## src/design/assert_macros.svh

```systemverilog
// Assertion macros shared by the text console design files.
`ifndef ASSERT_MACROS_SVH
`define ASSERT_MACROS_SVH

// Same-cycle implication, checked at every rising clock edge outside reset.
`define TCCE_ASSERT_IMP(label, ante, cons) \
  label: assert property (@(posedge clk) disable iff (!rst_n) (ante) |-> (cons)) \
    else $error("same-cycle implication check failed");

// Next-cycle implication, checked at every rising clock edge outside reset.
`define TCCE_ASSERT_NXT(label, ante, cons) \
  label: assert property (@(posedge clk) disable iff (!rst_n) (ante) |=> (cons)) \
    else $error("next-cycle implication check failed");

`endif

```

## src/design/tcce_pkg.sv

```systemverilog
// Shared constants and controller/datapath interface types of the text console.
`default_nettype none

package tcce_pkg;

  localparam int unsigned CMD_W   = 3;
  localparam int unsigned CHAR_W  = 8;
  localparam int unsigned COLOR_W = 8;
  localparam int unsigned CELL_W  = 16;
  localparam int unsigned COL_W   = 7;
  localparam int unsigned ROW_W   = 5;
  localparam int unsigned OFS_W   = 11;
  localparam int unsigned LIN_W   = 12;

  localparam logic [CMD_W-1:0] CMD_STREAM     = 3'd0;
  localparam logic [CMD_W-1:0] CMD_WRITE      = 3'd1;
  localparam logic [CMD_W-1:0] CMD_MOVE       = 3'd2;
  localparam logic [CMD_W-1:0] CMD_CLR_ROW    = 3'd3;
  localparam logic [CMD_W-1:0] CMD_CLR_SCREEN = 3'd4;
  localparam logic [CMD_W-1:0] CMD_READ       = 3'd5;

  localparam logic [CHAR_W-1:0] CH_NEWLINE   = 8'd10;
  localparam logic [CHAR_W-1:0] CH_BACKSPACE = 8'd8;
  localparam logic [CHAR_W-1:0] CH_TAB       = 8'd9;
  localparam logic [CHAR_W-1:0] CH_BLANK     = 8'h20;

  localparam logic [COLOR_W-1:0] RESET_COLOR = 8'h0F;

  typedef struct packed {
    logic load_item;
    logic exec;
    logic sweep_step;
    logic out_load;
  } ctl_cmd_t;

  typedef struct packed {
    logic need_sweep;
    logic tab_more;
    logic read_wait;
    logic sweep_last;
    logic out_free;
  } dp_sts_t;

endpackage

`default_nettype wire

```

## src/design/tcce_ctrl.sv

```systemverilog
// Controller state machine that sequences each request through the datapath.
`default_nettype none

`include "assert_macros.svh"

module tcce_ctrl (
  input  wire logic                clk,
  input  wire logic                rst_n,
  input  wire logic                in_valid,
  output logic                     in_stall,
  input  wire tcce_pkg::dp_sts_t   sts,
  output tcce_pkg::ctl_cmd_t       cmd
);

  import tcce_pkg::*;

  typedef enum logic [4:0] {
    S_INIT  = 5'b00001,
    S_IDLE  = 5'b00010,
    S_EXEC  = 5'b00100,
    S_SWEEP = 5'b01000,
    S_DONE  = 5'b10000
  } state_t;

  state_t state_r, state_nxt;

  always_ff @(posedge clk) begin
    if (!rst_n) begin
      state_r <= S_INIT;
    end else begin
      state_r <= state_nxt;
    end
  end

  always_comb begin
    state_nxt = state_r;
    cmd       = '0;
    in_stall  = 1'b1;
    case (state_r)
      S_INIT: begin
        cmd.sweep_step = 1'b1;
        if (sts.sweep_last) begin
          state_nxt = S_IDLE;
        end
      end
      S_IDLE: begin
        in_stall = 1'b0;
        if (in_valid) begin
          cmd.load_item = 1'b1;
          state_nxt     = S_EXEC;
        end
      end
      S_EXEC: begin
        cmd.exec = 1'b1;
        if (sts.need_sweep) begin
          state_nxt = S_SWEEP;
        end else if (sts.tab_more) begin
          state_nxt = S_EXEC;
        end else if (sts.read_wait) begin
          state_nxt = S_DONE;
        end else if (sts.out_free) begin
          cmd.out_load = 1'b1;
          state_nxt    = S_IDLE;
        end else begin
          state_nxt = S_DONE;
        end
      end
      S_SWEEP: begin
        cmd.sweep_step = 1'b1;
        if (sts.sweep_last) begin
          state_nxt = S_DONE;
        end
      end
      S_DONE: begin
        if (sts.out_free) begin
          cmd.out_load = 1'b1;
          state_nxt    = S_IDLE;
        end
      end
      default: begin
        state_nxt = S_IDLE;
      end
    endcase
  end

  `TCCE_ASSERT_IMP(a_load_when_free, cmd.out_load, sts.out_free)

endmodule

`default_nettype wire

```

## config.mk

```make
export PLATFORM = sky130hd
export DESIGN_NAME = tcce_ctrl
export DESIGN_NICKNAME = d
export VERILOG_FILES = /design/src/design/tcce_pkg.sv /design/src/design/tcce_ctrl.sv
export VERILOG_INCLUDE_DIRS = /design/src /design/src/design
export SDC_FILE = /design/constraint.sdc
export NUM_CORES = 1
export LEC_CHECK = 0
export ABC_CLOCK_PERIOD_IN_PS = 2300
export BUFFER_PORTS_ARGS = -buffer_cell sky130_fd_sc_hd__clkbuf_2
export CAP_MARGIN = 10
export CORE_AREA = 2 2 39 41
export CTS_CLUSTER_SIZE = 25
export DETAILED_ROUTE_END_ITERATION = 12
export DIE_AREA = 0 0 41 43
export GPL_TIMING_DRIVEN = 0
export PLACE_DENSITY = 0.55
export SYNTH_ARGS = -nofsm -noshare
export SYNTH_HDL_FRONTEND = slang
export SYNTH_SLANG_ARGS = --single-unit
```

## constraint.sdc

```tcl
create_clock -name clk -period 2.3 [get_ports clk]
set_input_delay 0.345 -clock clk [delete_from_list [all_inputs] [get_ports clk]]
set_output_delay 0.345 -clock clk [all_outputs]
set_load 0.05 [all_outputs]
```

==> summary.log <==
INFO  finish         layout-drive-gt1-share=38.2%
INFO  grt            grt_pass1_vias=337
INFO  run            max-cap-violations=0
INFO  detailed_routing dr.max_layer_used=met4
INFO  die            floorplan.rows=14
INFO  detailed_routing drt_wl_total=881um
INFO  finish         largest_register_ff_count=5
INFO  detailed_routing met3RoutedLength=52um
INFO  timing         finalSetupViolations=0
INFO  finish         fillerInstances=159
INFO  synth          synthesis.nets=57
INFO  power_and_ir_drop leakagePower=0.237nW
INFO  worst_setup_path cp_required=1.96ns
INFO  finish         antennaDiodeCount=0
INFO  finish         multiInputGateArea=260um^2
INFO  place          placed_cells=77
INFO  synth          synth_edf_count=0
INFO  grt            grt_pass1_wl=1370um
INFO  detailed_routing avgViaCountPerCell=4.99
INFO  finish         final_nets=77
INFO  grt            grt_max_degree=10
INFO  finish         syn_to_final_growth=38.9%
INFO  synth          synth.top_cells.by_area=sky130_fd_sc_hd__dfxtp_1 26%, sky130_fd_sc_hd__and2_1 6.6%, sky130_fd_sc_hd__nor3b_1 5.9%
INFO  detailed_routing dr.pass1.iters=4
INFO  clock_network  clock_insertion_delay_worst_skew=0.24ns
INFO  worst_setup_path critical_path_start_end_classification=reg2out
INFO  status         result_of_the_run=completed
INFO  grt            grt.total_usage=12.0%
INFO  detailed_routing wirelength_met1=427um
INFO  clock_network  clock-root-buffer=sky130_fd_sc_hd__clkbuf_4
INFO  synth          synth-async-reset-ratio=0%
INFO  worst_setup_path worstSetupEndpointType=output pin
INFO  clock_network  hold_buffer_count_at_cts=0
INFO  detailed_routing drcViolationCount=0
INFO  die            floorplan.die.width=41um
INFO  finish         layout_top_registers=state_r: 5 flops
INFO  finish         max_flop_register=state_r
INFO  clock_network  cts_htree_levels=1
INFO  die            die_area=0.00176mm^2
INFO  synth          synth_flop_cell=sky130_fd_sc_hd__dfxtp_1
INFO  timing         max_slew_margin=73.4%
INFO  timing         timing.final.max_slew_violations=0
INFO  place          placedInstanceArea=467um^2
INFO  finish         layout.cells.non_filler=84
INFO  finish         finish.instance_area=527um^2
INFO  timing         skew=0.00272ns
INFO  worst_setup_path worstPathArrival=1.85ns
INFO  synth          syn_area_per_cell=7.74um^2
INFO  die            fp.dieH=43um
INFO  worst_setup_path critical_path.startpoint_type=register
INFO  detailed_routing wire_per_inst=10.5um
INFO  timing         tns=0ns
INFO  die            core_box_area=0.00138mm^2
INFO  finish         regArea=100um^2
INFO  place          io_buffers=12
INFO  clock_network  clock_path_buffers=2
INFO  power_and_ir_drop vdd.ir_drop.worst=0.253mV
INFO  timing         max_clock_freq=456MHz
INFO  grt            grt_remaining_overflow=0
INFO  die            start_util=27.4%
INFO  synth          ys_seq_area_share=26.4%
INFO  grt            grt_antenna_before_repair=0
INFO  clock_network  cts.reportedPaths.clkPinSlew=0.04ns
INFO  timing         hold_violations=0
INFO  synth          yosysTopAreaCellShare=26.4%
INFO  synth          synth_top_cell_by_area=sky130_fd_sc_hd__dfxtp_1
INFO  min_path       hold_path.class=in2reg
INFO  power_and_ir_drop power_density=528mW/mm^2
INFO  detailed_routing routed-via-count=419
INFO  synth          netlist-cell-type-count=25
INFO  synth          yosys_warnings=0
INFO  worst_setup_path crit_fanout=7
INFO  synth          syn_inst=49
INFO  place          gp_congestion=0.678
INFO  detailed_routing detailedRoute.firstIterationViolations=8
INFO  detailed_routing wl_met2=381um
INFO  detailed_routing antenna_violating_nets_post_route=0
INFO  synth          synth_seq_cells=5
INFO  clock_network  clock-sinks=5
INFO  synth          synth_top_cells_by_count=5 x sky130_fd_sc_hd__dfxtp_1, 5 x sky130_fd_sc_hd__nor2_1, 4 x sky130_fd_sc_hd__and2_1, 4 x sky130_fd_sc_hd__nand2_1, 4 x sky130_fd_sc_hd__o21ai_0
INFO  timing         timing_worst_slew_pin_value=0.399ns
INFO  synth          syn_area=379um^2
INFO  die            pin_count=13
INFO  timing         min_period_over_period=95.3%
INFO  place          detailed_place_hpwl=659um
INFO  clock_network  clock_tree_from_tritoncts=yes
INFO  timing         min_period=2.19ns
INFO  clock_network  cts-buffers-inserted=3
cells by family after synthesis:
group | share of synthesized area, %
AOI/OAI and AO/OA | 16.5
xor gates and xnor gates | 4.62
buffers and inverters | 7.26
DFF | 26.4
and+or+nand+nor | 45.2
final timing paths:
check                           startpoint          to  slack, ns  cells past startpoint
worst max-delay path            state_r[0]      cmd[3]       0.11                      4
worst min-delay path                 rst_n  state_r[0]       0.30                      2
worst max register to register  state_r[0]  state_r[2]       0.67                      6
worst min register to register  state_r[0]  state_r[0]       0.59                      2
where the power goes:
part | total (mW) | internal [mW] | switching [mW]
clock network | 0.100 | 0.0655 | 0.0347
logic | 0.0826 | 0.0304 | 0.0522
registers | 0.0956 | 0.0920 | 0.00360
total | 0.278 | 0.188 | 0.0904
worst max-delay path, stage by stage (launching register included):
cell and delay [ns]:
sky130_fd_sc_hd__dfxtp_1 0.36, sky130_fd_sc_hd__or3_4 0.42, sky130_fd_sc_hd__nor3b_1 0.37, sky130_fd_sc_hd__and2_1 0.18
sky130_fd_sc_hd__clkbuf_2 0.27
final cells by class:
type | instances | area share [%]
tap | 16 | 3.80
clock buffer | 4 | 4.99
timing repair buffer | 15 | 17.6
sequential | 5 | 19.0
inverter | 2 | 1.43
multi-input combinational | 39 | 49.4
buffer | 3 | 3.80
per-layer routing:
layer / up-vias / global-route usage [%]
met2: 13 / 16.6
met5: - / 0
met3: 2 / 4.71
met4: 0 / 8.00
li1: 212 / -
met1: 192 / 14.8
layout by cell type (no fill, tap or decap), drive strengths merged:
cell,n
a21boi,1
a31oi,1
a41oi,1
and2,4
and3,1
and3b,1
buf,6
clkbuf,16
dfxtp,5
inv,2
nand2,4
nand3,2
nand3b,2
nor2,5
nor3,1
nor3b,4
nor4,2
o211ai,1
o21ai,4
o22ai,2
or3,1
xnor2,1
xor2,1
timing repair:
item,CTS,global route
setup endpoints to repair,1,2
resized for setup,1,5
pin swaps,0,4
setup buffers,0,3
through the flow:
stage | hold WS (ns) | setup WS, ns | util (%) | total power, mW
3_3_place_gp | 0.549 | 0.243 | 33.7 | 0.177
3_5_place_dp | 0.553 | 0.228 | 33.7 | 0.178
4_1_cts | 0.296 | 0.0120 | 35.8 | 0.282
6_report | 0.302 | 0.109 | 38.1 | 0.278
2_1_floorplan | 0.407 | 0.0501 | - | 0.157
5_1_grt | 0.315 | -0.00897 | 38.1 | 0.300
Power figures use the tool's default switching activity.
